### config.mk
export PLATFORM = sky130hd
export DESIGN_NAME = ktu_front
export DESIGN_NICKNAME = d
export VERILOG_FILES = /design/src/design/ktu_pkg.sv /design/src/design/ktu_front.sv
export SDC_FILE = /design/constraint.sdc
export NUM_CORES = 1
export LEC_CHECK = 0
export BUFFER_PORTS_ARGS = -buffer_cell sky130_fd_sc_hd__buf_2
export CAP_MARGIN = 20
export CORE_UTILIZATION = 36
export CTS_CLUSTER_DIAMETER = 60
export CTS_CLUSTER_SIZE = 16
export DETAILED_ROUTE_END_ITERATION = 10
export GPL_ROUTABILITY_DRIVEN = 0
export HOLD_SLACK_MARGIN = 0.02
export PLACE_DENSITY = 0.74
export SETUP_SLACK_MARGIN = 0.3
export SYNTH_ARGS = -nofsm -noshare
export SYNTH_HDL_FRONTEND = slang
export SYNTH_SLANG_ARGS = --single-unit
### constraint.sdc
create_clock -name i_clk -period 1.4 [get_ports i_clk]
set_input_delay 0.07 -clock i_clk [delete_from_list [all_inputs] [get_ports i_clk]]
set_output_delay 0.07 -clock i_clk [all_outputs]
set_load 0.03 [all_outputs]
### src/design/ktu_pkg.sv
// Shared types and constants for the keyed table update-or-insert block.
package ktu_pkg;

    localparam int ENTRIES     = 64;
    localparam int IDX_W       = $clog2(ENTRIES);
    localparam int CNT_W       = $clog2(ENTRIES + 1);
    localparam int QUEUE_DEPTH = 2;
    localparam int QPTR_W      = $clog2(QUEUE_DEPTH);
    localparam int QCNT_W      = $clog2(QUEUE_DEPTH + 1);

    localparam int KEY_W   = 48;
    localparam int CHAN_W  = 8;
    localparam int LEVEL_W = 8;
    localparam int RIDX_W  = 6;
    localparam int PKT_W   = 32;
    localparam int ECNT_W  = 7;

    typedef logic [IDX_W-1:0]  t_idx;
    typedef logic [CNT_W-1:0]  t_cnt;
    typedef logic [QPTR_W-1:0] t_qptr;
    typedef logic [QCNT_W-1:0] t_qcnt;

    typedef enum logic {
        OP_OBSERVE = 1'b0,
        OP_READ    = 1'b1
    } t_op;

    typedef enum logic [1:0] {
        ST_IDLE,
        ST_RESOLVE,
        ST_UPDATE
    } t_back_state;

    typedef struct packed {
        t_op                       op;
        logic [KEY_W-1:0]          key;
        logic [CHAN_W-1:0]         chan;
        logic signed [LEVEL_W-1:0] level;
        logic [RIDX_W-1:0]         idx;
    } t_cmd;

    typedef struct packed {
        logic [KEY_W-1:0]          key;
        logic [CHAN_W-1:0]         chan;
        logic signed [LEVEL_W-1:0] level;
        logic [PKT_W-1:0]          packets;
    } t_entry;

    typedef struct packed {
        logic                      was_added;
        logic [ECNT_W-1:0]         entry_count;
        logic                      read_valid;
        logic [KEY_W-1:0]          read_key;
        logic [CHAN_W-1:0]         read_channel;
        logic signed [LEVEL_W-1:0] read_level;
        logic [PKT_W-1:0]          read_packets;
    } t_result;

endpackage

### src/design/ktu_front.sv
// Input stage: accepts words and decodes them into table commands.
module ktu_front (
    input  logic              i_clk,
    input  logic              i_rst_n,
    input  logic              i_s_tvalid,
    output logic              o_s_tready,
    input  logic [71:0]       i_s_tdata,
    input  logic              i_s_tuser,
    input  logic              i_q_ready,
    output logic              o_push,
    output ktu_pkg::t_cmd     o_cmd
);

    logic          r_valid;
    logic          n_valid;
    ktu_pkg::t_cmd r_cmd;
    ktu_pkg::t_cmd n_cmd;
    logic          accept;

    assign o_s_tready = !r_valid || i_q_ready;
    assign accept     = i_s_tvalid && o_s_tready;
    assign o_push     = r_valid && i_q_ready;
    assign o_cmd      = r_cmd;

    always_comb begin
        n_cmd       = r_cmd;
        n_valid     = r_valid;
        if (o_push) begin
            n_valid = 1'b0;
        end
        if (accept) begin
            n_valid     = 1'b1;
            n_cmd.op    = ktu_pkg::t_op'(i_s_tuser);
            n_cmd.key   = i_s_tdata[47:0];
            n_cmd.chan  = i_s_tdata[55:48];
            n_cmd.level = i_s_tdata[63:56];
            n_cmd.idx   = i_s_tdata[69:64];
        end
    end

    always_ff @(posedge i_clk) begin
        if (!i_rst_n) begin
            r_valid <= 1'b0;
        end else begin
            r_valid <= n_valid;
        end
    end

    always_ff @(posedge i_clk) begin
        r_cmd <= n_cmd;
    end

endmodule

==> run_results.csv <==
group,metric,value,unit
clock_tree,clk_latency,0.34,ns
synth,synth-seq-area-share,0.979,
layout,nNetsFinal,397,
synth,synthAdderAreaFrac,0,
power,p_int,3890,uW
sta,relSlewSlack,0.873,
global_routing,grt_max_degree,39,
global_routing,grt_pass1_vias,1850,
clock_tree,cts_tree,"built",
sta,worst_pin_slew,0.192,ns
synth,yosysTopAreaCell,"edfxtp_1",
synth,async_flop_share,0,
synth,syn_inst,77,
floorplanning,pin_count,150,
route,num_vias,1827,
floorplanning,start_util,0.371,
sta,tns,0,ns
route,drt_iter0_drc,109,
synth,yosys.area.top_type_share,0.970,
place,dpl-instance-area,3070,um2
power,power.leakage,0.00182,uW
clock_tree,cts_buffer_depth,2,
floorplanning,core_area,5920,um2
route,routed_via_density,4.57,
setup_path,critical_path_class,"flip-flop to flip-flop",
setup_path,critical_path_required,1.45,ns
route,wl_per_cell,18.8,um
layout,fin_area,4200,um2
synth,synthMostInstantiatedCell,"edfxtp_1",
power,combPwrFrac,0.155,
synth,synth_area_leaders,"edfxtp_1, dfxtp_1, nand2b_4",
power,p_seq_frac,0.492,
clock_tree,cts_buffers,9,
sta,timing.final.crit_share,0.828,
synth,ys_ff_latch,72,
floorplanning,rows,28,
floorplanning,die_x,80.1,um
setup_path,cp-start-kind,"flip-flop",
power,ir_drop,0.815,mV
synth,yosysWarnings,0,
synth,avgSynthCellArea,28.5,um2
synth,synth_compound_area_frac,0.00513,
synth,netlist_area,2200,um2
sta,hold_violations,0,
route,postRouteAntennaNets,0,
floorplanning,dieArea,6420,um2
synth,synth_top_family_by_area,"simple AND/OR/NAND/NOR gates",
sta,setup_viol,0,
sta,fin_crit,1.16,ns
clock_tree,clkSinkCount,72,
power,net-switching-power,1310,uW
sta,rsz0062_at_grt,"true",
synth,ys_dominant_reg_cell,"edfxtp_1",
global_routing,grt_pass1_wl,9150,um
synth,synth_edf_count,71,
status,status,"finished, final reports clean",
floorplanning,die_height,80.1,um
hold_path,holdCritPathClass,"input pin to flip-flop",
setup_path,cp.arrival,1.21,ns
power,power_density,1240,nW/um2
clock_tree,cts-root-buf,"clkbuf_8",
setup_path,crit_path_max_fanout,9,
sta,drv_slew,0,
synth,synth_xor_area_frac,0,
route,routed_wirelength,7530,um
synth,synth.distinct_cells,7,
power,p_clk_frac,0.353,
layout,insertedDiodeCount,0,
sta,finClkSkew,0.0110,ns
global_routing,overflow,0,
route,first_pass_iters,4,
route,drc,0,
sta,fmax,0.863,GHz
global_routing,track_usage,0.210,
synth,synth_nets,154,
synth,synth-simple-area-share,0.0137,
layout,layout-drive-gt1-share,0.551,
power,switching_share,0.251,
global_routing,antenna_found_initial,0,
layout,areaGrowthSynthToFinish,91.2,%
place,io_buffer_count,147,
clock_tree,h-tree-depth,3,
run,drv_cap,0,
synth,synthMuxAreaShare,0,
setup_path,cp-end-kind,"flip-flop",
clock_tree,clk_pin_slew_worst_paths,0.09,ns
==> layout by cell type, fill, tap and decap left out <==
cell type,n
buf_2,146
dlygate4sd3_1,73
edfxtp_1,71
clkbuf_8,9
clkbuf_16,5
buf_6,4
clkinv_4,3
and2_4,2
bufinv_16,2
buf_12,2
nand2b_4,1
and2_2,1
inv_1,1
a21boi_2,1
clkbuf_1,1
clkinvlp_4,1
dfxtp_2,1
buf_4,1
==> power by group through the flow <==
stage	clock (uW)	combinational, uW	sequential [uW]
floorplan	0	52.1	2850
global placement	0	541	2590
detailed placement	0	551	2590
CTS	1830	708	2550
global route	1960	840	2570
finish	1840	807	2560
==> kinds of logic (layout without fill, tap and decap cells) <==
family                 Yosys count  after routing
AOI/OAI and AO/OA                1              1
buffers and inverters            1            248
DFF                             72             72
and+or+nand+nor                  3              4
==> state kept, by name (all words and copies together) (netlist names) <==
register  cells
r_valid       1
o_cmd        71
==> final timing paths <==
check / start / endpoint / slack, ns / depth (start not counted)
min reg2reg: r_valid / r_valid / 0.65 / 3
max: r_valid / o_cmd[3] / 0.24 / 3
min: i_q_ready / r_valid / 0.18 / 4
max reg2reg: r_valid / o_cmd[3] / 0.24 / 3
==> cell type report <==
type,count,area [um2]
Clock buffer,10,128
Clock inverter,6,93.8
Fill cell,375,1720
Inverter,1,3.75
Multi-Input combinational cell,5,50.0
Sequential cell,72,2150
Tap cell,75,93.8
Timing Repair Buffer,231,1680
==> timing repair <==
| action | in CTS | in global routing |
|---|---|---|
| resized for setup | 0 | 4 |
| buffers inserted | 0 | 1 |
| endpoints found under the hold margin | 72 | 0 |
| endpoints found under the setup margin | 38 | 72 |
| hold buffers | 73 | 0 |
| gates cloned | 0 | 9 |
==> routing by layer <==
layer  global-route usage  routed length [um]
met1                0.209                2670
met3               0.0750                 568
met5                    0                   0
met4               0.0964                 111
met2                0.385                4180
==> through the flow <==
stage | cells | total power, uW | setup WS, ns | hold slack [ns] | util
finish | 400 | 5200 | 0.241 | 0.181 | 0.710
global route | 400 | 5360 | 0.222 | 0.166 | 0.710
CTS | 390 | 5090 | 0.282 | 0.00900 | 0.679
detailed placement | 301 | 3140 | 0.290 | 0.248 | 0.518
global placement | 301 | 3130 | 0.315 | 0.246 | 0.518
floorplan | 77 | 2900 | -0.0319 | 0.169 | -
==> worst max-delay path, cell delays in order (launching register included) <==
cell	delay, ns
dfxtp_2	0.35
nand2b_4	0.09
and2_4	0.23
clkbuf_16	0.18
Note: power is estimated with default switching activity, not from simulation.
