**src/design/ktu_pkg.sv**
```systemverilog
// Shared types and constants for the keyed table update-or-insert block.
package ktu_pkg;

    localparam int ENTRIES     = 64;
    localparam int IDX_W       = $clog2(ENTRIES);
    localparam int CNT_W       = $clog2(ENTRIES + 1);
    localparam int QUEUE_DEPTH = 2;
    localparam int QPTR_W      = $clog2(QUEUE_DEPTH);
    localparam int QCNT_W      = $clog2(QUEUE_DEPTH + 1);

    localparam int KEY_W   = 48;
    localparam int CHAN_W  = 8;
    localparam int LEVEL_W = 8;
    localparam int RIDX_W  = 6;
    localparam int PKT_W   = 32;
    localparam int ECNT_W  = 7;

    typedef logic [IDX_W-1:0]  t_idx;
    typedef logic [CNT_W-1:0]  t_cnt;
    typedef logic [QPTR_W-1:0] t_qptr;
    typedef logic [QCNT_W-1:0] t_qcnt;

    typedef enum logic {
        OP_OBSERVE = 1'b0,
        OP_READ    = 1'b1
    } t_op;

    typedef enum logic [1:0] {
        ST_IDLE,
        ST_RESOLVE,
        ST_UPDATE
    } t_back_state;

    typedef struct packed {
        t_op                       op;
        logic [KEY_W-1:0]          key;
        logic [CHAN_W-1:0]         chan;
        logic signed [LEVEL_W-1:0] level;
        logic [RIDX_W-1:0]         idx;
    } t_cmd;

    typedef struct packed {
        logic [KEY_W-1:0]          key;
        logic [CHAN_W-1:0]         chan;
        logic signed [LEVEL_W-1:0] level;
        logic [PKT_W-1:0]          packets;
    } t_entry;

    typedef struct packed {
        logic                      was_added;
        logic [ECNT_W-1:0]         entry_count;
        logic                      read_valid;
        logic [KEY_W-1:0]          read_key;
        logic [CHAN_W-1:0]         read_channel;
        logic signed [LEVEL_W-1:0] read_level;
        logic [PKT_W-1:0]          read_packets;
    } t_result;

endpackage

```
**src/design/ktu_queue.sv**
```systemverilog
// Short command queue between the input stage and the table engine.
module ktu_queue (
    input  logic          i_clk,
    input  logic          i_rst_n,
    input  logic          i_push,
    input  ktu_pkg::t_cmd i_cmd,
    output logic          o_ready,
    input  logic          i_pop,
    output logic          o_valid,
    output ktu_pkg::t_cmd o_cmd
);

    ktu_pkg::t_cmd  r_slot [ktu_pkg::QUEUE_DEPTH];
    ktu_pkg::t_qptr r_wr_ptr;
    ktu_pkg::t_qptr r_rd_ptr;
    ktu_pkg::t_qcnt r_count;

    assign o_ready = r_count < ktu_pkg::t_qcnt'(ktu_pkg::QUEUE_DEPTH);
    assign o_valid = r_count != '0;
    assign o_cmd   = r_slot[r_rd_ptr];

    always_ff @(posedge i_clk) begin
        if (!i_rst_n) begin
            r_wr_ptr <= '0;
            r_rd_ptr <= '0;
            r_count  <= '0;
        end else begin
            if (i_push) begin
                r_wr_ptr <= r_wr_ptr + ktu_pkg::t_qptr'(1);
            end
            if (i_pop) begin
                r_rd_ptr <= r_rd_ptr + ktu_pkg::t_qptr'(1);
            end
            if (i_push && !i_pop) begin
                r_count <= r_count + ktu_pkg::t_qcnt'(1);
            end else if (!i_push && i_pop) begin
                r_count <= r_count - ktu_pkg::t_qcnt'(1);
            end
        end
    end

    always_ff @(posedge i_clk) begin
        if (i_push) begin
            r_slot[r_wr_ptr] <= i_cmd;
        end
    end

endmodule

```
**config.mk**
```make
export PLATFORM = sky130hd
export DESIGN_NAME = ktu_queue
export DESIGN_NICKNAME = d
export VERILOG_FILES = /design/src/design/ktu_pkg.sv /design/src/design/ktu_queue.sv
export SDC_FILE = /design/constraint.sdc
export NUM_CORES = 1
export LEC_CHECK = 0
export BUFFER_PORTS_ARGS = -buffer_cell sky130_fd_sc_hd__buf_4
export CORE_ASPECT_RATIO = 1.4
export CORE_MARGIN = 4
export CORE_UTILIZATION = 30
export CTS_CLUSTER_DIAMETER = 30
export DETAILED_ROUTE_END_ITERATION = 16
export GPL_TIMING_DRIVEN = 1
export HOLD_SLACK_MARGIN = 0.03
export PLACE_DENSITY_LB_ADDON = 0.05
export SYNTH_ARGS = -nofsm -noshare
export SYNTH_HDL_FRONTEND = slang
export SYNTH_SLANG_ARGS = --single-unit
```
**constraint.sdc**
```tcl
create_clock -name i_clk -period 6.5 [get_ports i_clk]
set_input_delay 1.625 -clock i_clk [delete_from_list [all_inputs] [get_ports i_clk]]
set_output_delay 1.625 -clock i_clk [all_outputs]
set_load 0.02 [all_outputs]
```
==> results of run 1 <==
[per-stage QoR]
stage | area, µm² | total power, W | worst slack [ns] | instances
after floorplan | 5370 | 0.00129 | 1.22 | 243
after global placement | 6700 | 0.00142 | 2.88 | 619
after detailed placement | 6700 | 0.00142 | 2.85 | 619
after CTS | 7360 | 0.00253 | 2.69 | 651
after global routing | 7360 | 0.00258 | 2.66 | 651
final | 7360 | 0.00248 | 2.80 | 651
[final cells by class]
class	count	area share (%)
timing repair buffer	148	15.1
clock buffer	19	5.88
inverter	2	0.102
multi-input combinational	86	12.5
tap	236	4.01
clock inverter	13	3.13
sequential	147	59.3
[where the power goes]
group	total [W]	switching, W	internal [W]
registers	0.00112	0.0000290	0.00110
clock network	0.00109	0.000369	0.000721
logic	0.000270	0.000132	0.000138
total	0.00248	0.000530	0.00195
[state kept, by name, indices dropped and copies added, names as in the netlist, named ones only]
register / cells
r_rd_ptr: 1
r_count: 2
r_slot: 142
r_wr_ptr: 1
[critical path, cell delays in order, from the launching register on]
cell     delay [ns]
dfxtp_4        1.05
mux2_2         0.44
buf_4          0.16
[worst min path at each step]
stage	startpoint	to	slack (ns)	cells after the start
after global placement	r_count[1]$_SDFFE_PN0P_	r_count[1]$_SDFFE_PN0P_	0.49	2
after detailed placement	r_count[1]$_SDFFE_PN0P_	r_count[1]$_SDFFE_PN0P_	0.50	2
after global routing	r_count[1]$_SDFFE_PN0P_	r_count[1]$_SDFFE_PN0P_	0.55	2
after CTS	r_count[1]$_SDFFE_PN0P_	r_count[1]$_SDFFE_PN0P_	0.51	2
after floorplan	r_count[1]$_SDFFE_PN0P_	r_count[1]$_SDFFE_PN0P_	0.47	2
final	r_count[1]$_SDFFE_PN0P_	r_count[1]$_SDFFE_PN0P_	0.50	2
[metal layers]
| layer | share of wire (%) | up-vias |
|---|---|---|
| met2 | 54 | 85 |
| met4 | 1.6 | 0 |
| met3 | 6.7 | 12 |
| li1 | - | 1277 |
| met1 | 37 | 1337 |
| met5 | 0 | - |
[cells in the mapped netlist]
master,instances
or3_1,1
a21boi_1,1
or2_2,1
buf_6,7
and2_1,4
inv_1,2
mux2_2,71
nor2b_1,2
xnor2_1,1
o21a_1,1
buf_4,1
edfxtp_1,142
xor2_1,2
o21ai_0,1
ha_1,1
dfxtp_1,5
[kinds of logic after synthesis]
group | Yosys count | share of synthesized area [%]
buffers and inverters | 10 | 1.75
AOI/OAI and AO/OA | 3 | 0.373
xor gates and xnor gates | 3 | 0.490
and+or+nand+nor | 8 | 0.933
DFF | 147 | 81.3
muxes | 71 | 14.9
adders and majority gates | 1 | 0.233
[cells in the final DEF (no fill, tap or decap)]
cell type / synthesis / routed
buf_4: 1 / 148
clkinv_2: 0 / 3
nor2b_1: 2 / 1
xor2_1: 2 / 2
inv_6: 0 / 1
clkbuf_1: 0 / 2
nor2b_4: 0 / 1
bufinv_16: 0 / 6
xnor2_1: 1 / 1
dfxtp_4: 0 / 1
and2_1: 4 / 3
o21a_1: 1 / 1
edfxtp_1: 142 / 142
inv_1: 2 / 2
o21ai_0: 1 / 1
and2_4: 0 / 1
a21boi_1: 1 / 1
mux2_2: 71 / 71
clkbuf_16: 0 / 17
or2_2: 1 / 1
dfxtp_1: 5 / 4
ha_1: 1 / 1
clkinv_4: 0 / 3
or3_1: 1 / 1
==> flow_summary.toml, run 1 <==
[global_routing]
grt_pass1_wl_um = 16200
grt_overflow = 0
busiest_layer = "met2"
globalRouteMet1Util_pct = 11.2
use_met2_pct = 19.1
grt_max_degree = 72
track_usage_pct = 10.9
grt_pass1_vias = 2950
grt_util_met3_pct = 4.60
antenna_found_initial = 0

[place]
portBuffers = 147
dp_hpwl_um = 6430
globalplace.congestion = 0.660

[yosys]
ys_top_cells_by_area = "edfxtp_1 (79%), mux2_2 (15%), dfxtp_1 (1.9%)"
yosysTopAreaCell = "edfxtp_1"
seq_area_frac_synth_pct = 81.3
ys_seq_elements = 147
ys_types = 16
syn_area_um2 = 5370
ys_warn_count = 0
syn_area_per_cell_um2 = 22.1
synth_top_area_share_pct = 79.5
syn_inst = 243
synthesis.nets = 319

[worst_hold_path]
hp-class = "flip-flop to flip-flop"

[timing]
clock_skew_ns = 0.00953
rsz0062_at_grt = "no"
hold_viol_final = 0
tns_ns = 0
max_freq_mhz = 271
setup_viol = 0
fin_crit_ns = 3.70
whs_ns = 0.501
min_period_over_period_pct = 56.9
relSlewSlack_pct = 28.5
slew_violations = 0
worst_pin_slew_ns = 1.07

[finish]
layout-drive-gt1-share_pct = 61.0
final_nets = 478
syn2layout_area_growth_pct = 37.2
insertedDiodeCount = 0
final.fill_count = 1607
final_util_pct = 42.1
multi_input_area_um2 = 918
regArea_um2 = 4370

[drt]
first_pass_iters = 4
ant_nets = 0
via_count = 2711
first_iter_violations = 75
viasPerCell = 4.16
drt_wl_total_um = 10700
drc = 0
post_drt_wl_per_cell_um = 16.4

[clock_tree]
clock-root-buffer = "clkbuf_16"
post_cts_resized = 0
cts_tree = "yes"
cts_sinks = 147
clk_latency_ns = 0.41
path_clk_slew_ns = 0.06
clockBufferDepth = 2
cts_setup_buffers = 0
cts-hold-fix-buffers = 0
cts_buffers = 17
htreeDepth = 4

[worst_setup_path]
r2r_slack_ns = 4.41
r2r_start = "r_wr_ptr$_SDFFE_PN0P_"
cp-end-kind = "output port"
arrival_ns = 2.07
crit_type = "flip-flop to output port"
r2r-end = "r_slot[0][3]$_DFFE_PP_"
r2r_cells = 2
startpoint_type = "flip-flop"
required_ns = 4.88
cp_max_fo = 71
cp-endpoint = "o_cmd[27]"

[floorplan]
start_util_pct = 30.7
die_w_um = 121
num_rows = 57
ios = 148
dieArea_um2 = 20100
fp.dieH_um = 166
core_area_um2 = 17500

[power_and_ir_drop]
cellPowerDensity_nw_per_um2 = 337
ir_drop_v = 0.000172
leakage_nw = 2.74

[outcome]
outcome = "completed"

[run]
maxCapViolCount = 0
Power figures use the tool's default switching activity.
==> run 2: changes to the inputs <==
- clock period: 6.5 -> 3.2 ns (I/O delays scaled with it)
==> flow_summary.toml, run 2 (synthesized netlist as in run 1, its figures left out) <==
[timing]
tns_ns = 0
slew_violations = 0
min_period_over_period_pct = 82.3
hold_viol_final = 0
rsz0062_at_grt = "no"
fin_crit_ns = 2.63
clock_skew_ns = 0.00665
setup_viol = 0
worst_pin_slew_ns = 0.703
relSlewSlack_pct = 53.1
max_freq_mhz = 380

[floorplan]
ios = 148
start_util_pct = 30.7
die_w_um = 121
num_rows = 57
core_area_um2 = 17500
dieArea_um2 = 20100
fp.dieH_um = 166

[clock_tree]
htreeDepth = 4
cts_tree = "yes"
cts-hold-fix-buffers = 0
clock-root-buffer = "clkbuf_16"
cts_setup_buffers = 0
clockBufferDepth = 2
path_clk_slew_ns = 0.06
cts_buffers = 17
post_cts_resized = 0
cts_sinks = 147
clk_latency_ns = 0.41

[finish]
reg_top3 = "r_slot (142), r_count (2)"
layout-drive-gt1-share_pct = 61.2
syn2layout_area_growth_pct = 37.3
final.fill_count = 1602
largest_reg_flops = 142
insertedDiodeCount = 0
regMostFlops = "r_slot"
final_nets = 482
final_common_cell = "buf_4"
final_cell_mix = "buf_4 (150), edfxtp_1 (142), mux2_2 (71)"

[drt]
first_pass_iters = 4
via_count = 2705
first_iter_violations = 85
drc = 0
drt_wl_total_um = 11000
post_drt_wl_per_cell_um = 16.8
viasPerCell = 4.14
ant_nets = 0

[global_routing]
busiest_layer = "met2"
grt_overflow = 0
use_met2_pct = 18.9
grt_max_degree = 50
grt_util_met3_pct = 4.77
track_usage_pct = 11.1
globalRouteMet1Util_pct = 12.0
grt_pass1_wl_um = 16600
antenna_found_initial = 0
grt_pass1_vias = 2967

[place]
globalplace.congestion = 0.686
portBuffers = 147
dp_hpwl_um = 7290

[worst_setup_path]
r2r_cells = 2
startpoint_type = "flip-flop"
r2r_slack_ns = 1.68
crit_type = "flip-flop to output port"
cp_max_fo = 23
required_ns = 2.40
r2r_start = "r_wr_ptr$_SDFFE_PN0P_"
cp-end-kind = "output port"
r2r-end = "r_slot[1][21]$_DFFE_PP_"
arrival_ns = 1.83

[power_and_ir_drop]
power_w = 0.00489
leakage_nw = 2.73
ir_drop_v = 0.000355
cellPowerDensity_nw_per_um2 = 664

[worst_hold_path]
hp-start = "r_count[1]$_SDFFE_PN0P_"
hp-class = "flip-flop to flip-flop"
hold-path-endpoint = "r_count[1]$_SDFFE_PN0P_"
hold_depth = 2

[run]
maxCapViolCount = 0

[outcome]
outcome = "completed"
[run 2: cell types whose count changed in the layout (fill, tap and decap cells not counted), sizes merged]
cell      before  now
bufinv         6    4
clkinv         6    3
clkbuf        19   18
clkinvlp       0    3
buf          148  152
inv            3    5
[run 2: final cells by class]
type                       instances  area, µm²  share of cell area, %
tap                              236        295                   4.01
multi-input combinational         86        918                   12.5
clock inverter                    13        183                   2.48
inverter                           2       7.51                  0.102
timing repair buffer             152       1170                   15.8
sequential                       147       4370                   59.3
clock buffer                      18        429                   5.83
[run 2: power breakdown]
part | internal [W] | switching, W
clock network | 0.00130 | 0.000746
registers | 0.00222 | 0.0000354
logic | 0.000289 | 0.000296
[run 2: critical path, cell delays in order (launching register included)]
cell	delay, ns
dfxtp_4	0.56
buf_4	0.32
mux2_2	0.37
buf_4	0.16
[run 2: metal layers]
| layer | part of all wire (%) | vias up |
|---|---|---|
| li1 | - | 1285 |
| met1 | 38 | 1323 |
| met3 | 7.2 | 13 |
| met5 | 0 | - |
| met4 | 1.5 | 0 |
| met2 | 53 | 84 |
[run 2: worst max-delay path by stage]
stage / startpoint / to / slack, ns / cells after the start
after floorplan: i_push / r_slot[0][0]$_DFFE_PP_ / 0.09 / 1
after global placement: flip-flop / o_cmd[70] / 0.97 / 3
after detailed placement: flip-flop / o_cmd[39] / 0.96 / 3
after CTS: flip-flop / o_cmd[39] / 0.52 / 3
after global routing: flip-flop / o_cmd[39] / 0.47 / 3
final: flip-flop / o_cmd[37] / 0.57 / 3
[run 2: through the flow]
| step | std cells | cell area (µm²) | setup WS [ns] | hold slack, ns | utilization (%) |
|---|---|---|---|---|---|
| finish | 654 | 7370 | 0.566 | 0.526 | 42.2 |
| global route | 654 | 7370 | 0.467 | 0.544 | 42.2 |
| CTS | 654 | 7370 | 0.519 | 0.537 | 42.2 |
| detailed placement | 623 | 6760 | 0.963 | 0.524 | 38.7 |
| global placement | 623 | 6760 | 0.974 | 0.486 | 38.7 |
| floorplan | 243 | 5370 | 0.0883 | 0.465 | - |
==> run 3: changes to the inputs <==
- clock period: 3.2 -> 2.25 ns (I/O delays scaled with it)
==> flow_summary.toml, run 3 (synthesized netlist as in run 1, its figures left out) <==
[finish]
reg_top3 = "r_slot (142), r_count (2)"
largest_reg_flops = 142
final_cell_mix = "buf_4 (150), edfxtp_1 (142), mux2_2 (69)"
syn2layout_area_growth_pct = 39.0
insertedDiodeCount = 0
finalInstanceArea_um2 = 7460
layout-drive-gt1-share_pct = 61.3
fin_cells = 660
regMostFlops = "r_slot"
final_util_pct = 42.7
final_nets = 487
final_common_cell = "buf_4"

[outcome]
outcome = "completed"

[global_routing]
use_met2_pct = 20.3
grt_pass1_wl_um = 17000
grt_pass1_vias = 3106
track_usage_pct = 11.4
grt_max_degree = 38
grt_util_met3_pct = 3.92
antenna_found_initial = 0
busiest_layer = "met2"
grt_overflow = 0
globalRouteMet1Util_pct = 11.7

[worst_setup_path]
startpoint_type = "flip-flop"
cp_max_fo = 29
r2r_cells = 2
required_ns = 1.69
arrival_ns = 1.61
crit_path_cell_trace = "buf_12 > mux2_2 > buf_4"
cp_slowest_cell = "dfxtp_4"
crit_type = "flip-flop to output port"
slowest_delay_ns = 0.44
cp-end-kind = "output port"

[timing]
worst_pin_slew_ns = 0.349
max_freq_mhz = 459
whs_ns = 0.332
setup_viol = 0
hold_viol_final = 0
clock_skew_ns = 0.00674
fin_crit_ns = 2.18
tns_ns = 0
relSlewSlack_pct = 76.7
rsz0062_at_grt = "yes"
min_period_over_period_pct = 96.7
slew_violations = 0

[worst_hold_path]
hold_depth = 1
hp-class = "primary input to flip-flop"

[power_and_ir_drop]
p_sw_w = 0.00155
power_frac_clock_pct = 40.6
switching_share_pct = 22.5
cellPowerDensity_nw_per_um2 = 923
leakage_nw = 2.78
ir_drop_v = 0.000490
p_int_w = 0.00534
pwr-share-seq_pct = 46.5
power.share.combinational_pct = 12.9

[clock_tree]
htreeDepth = 4
clk_latency_ns = 0.41
clockBufferDepth = 2
cts_tree = "yes"
cts-hold-fix-buffers = 0
cts_buffers = 17
cts_sinks = 147
clock-root-buffer = "clkbuf_16"
path_clk_slew_ns = 0.06

[floorplan]
dieArea_um2 = 20100
ios = 148
start_util_pct = 30.7
core_area_um2 = 17500
die_w_um = 121
fp.dieH_um = 166
num_rows = 57

[drt]
post_drt_wl_per_cell_um = 17.0
via_count = 2786
first_iter_violations = 103
drc = 0
first_pass_iters = 4
viasPerCell = 4.22
ant_nets = 0
drt_wl_total_um = 11200

[place]
portBuffers = 147
dp_hpwl_um = 7210
dp.cells = 624
globalplace.congestion = 0.670
placement.cell_area_um2 = 6810

[run]
maxCapViolCount = 0
-- run 3: cell types whose count changed in the layout (fill, tap and decap cells not counted) --
cell	previous run	this run
buf_16	0	1
mux2_2	71	69
clkinv_1	1	4
buf_12	2	6
inv_6	3	2
bufinv_16	4	3
clkinv_4	0	1
mux2_4	0	2
clkbuf_1	1	0
-- run 3: final timing paths --
path / startpoint / end / slack [ns]
setup / recovery: flip-flop / o_cmd[49] / 0.07
hold / removal: i_cmd[38] / r_slot[1][38]$_DFFE_PP_ / 0.33
setup reg to reg: r_wr_ptr$_SDFFE_PN0P_ / r_slot[1][3]$_DFFE_PP_ / 0.90
hold reg to reg: r_count[1]$_SDFFE_PN0P_ / r_count[1]$_SDFFE_PN0P_ / 0.50
-- run 3: timing repair --
action	CTS	global route
buffers inserted	3	0
endpoints found under the setup margin	60	19
gates resized for setup	3	0
gates cloned	1	0
-- run 3: power by group through the flow --
stage | combinational, W | clock [W] | sequential, W
3_3_place_gp | 0.000878 | 0 | 0.00326
4_1_cts | 0.000914 | 0.00289 | 0.00320
3_5_place_dp | 0.000881 | 0 | 0.00326
6_report | 0.000886 | 0.00280 | 0.00320
5_1_grt | 0.000952 | 0.00300 | 0.00321
2_1_floorplan | 0.000481 | 0 | 0.00325
-- run 3: worst max-delay path: cells and delay by family, from the launching register on --
| kind | cells | cell delay, ns |
|---|---|---|
| muxes | 1 | 0.37 |
| buffers and inverters | 2 | 0.39 |
| DFF | 1 | 0.44 |
-- run 3: cell type report --
cell class	count	area (µm²)
inverter	2	7.51
clock buffer	17	425
multi-input combinational	86	926
tap	236	295
clock inverter	15	164
fill	1645	10000
timing repair buffer	157	1270
sequential	147	4370
-- run 3: routing by layer --
layer | up-vias | wire length [µm]
met2 | 85 | 6170
met5 | - | 0
met3 | 18 | 663
li1 | 1294 | -
met1 | 1389 | 4130
met4 | 0 | 238
-- run 3: through the flow --
stage	total power, W	worst slack, ns
final	0.00689	0.0732
after global routing	0.00717	-0.0110
after CTS	0.00701	0.00318
after detailed placement	0.00414	0.396
after global placement	0.00414	0.398
after floorplan	0.00373	0.170
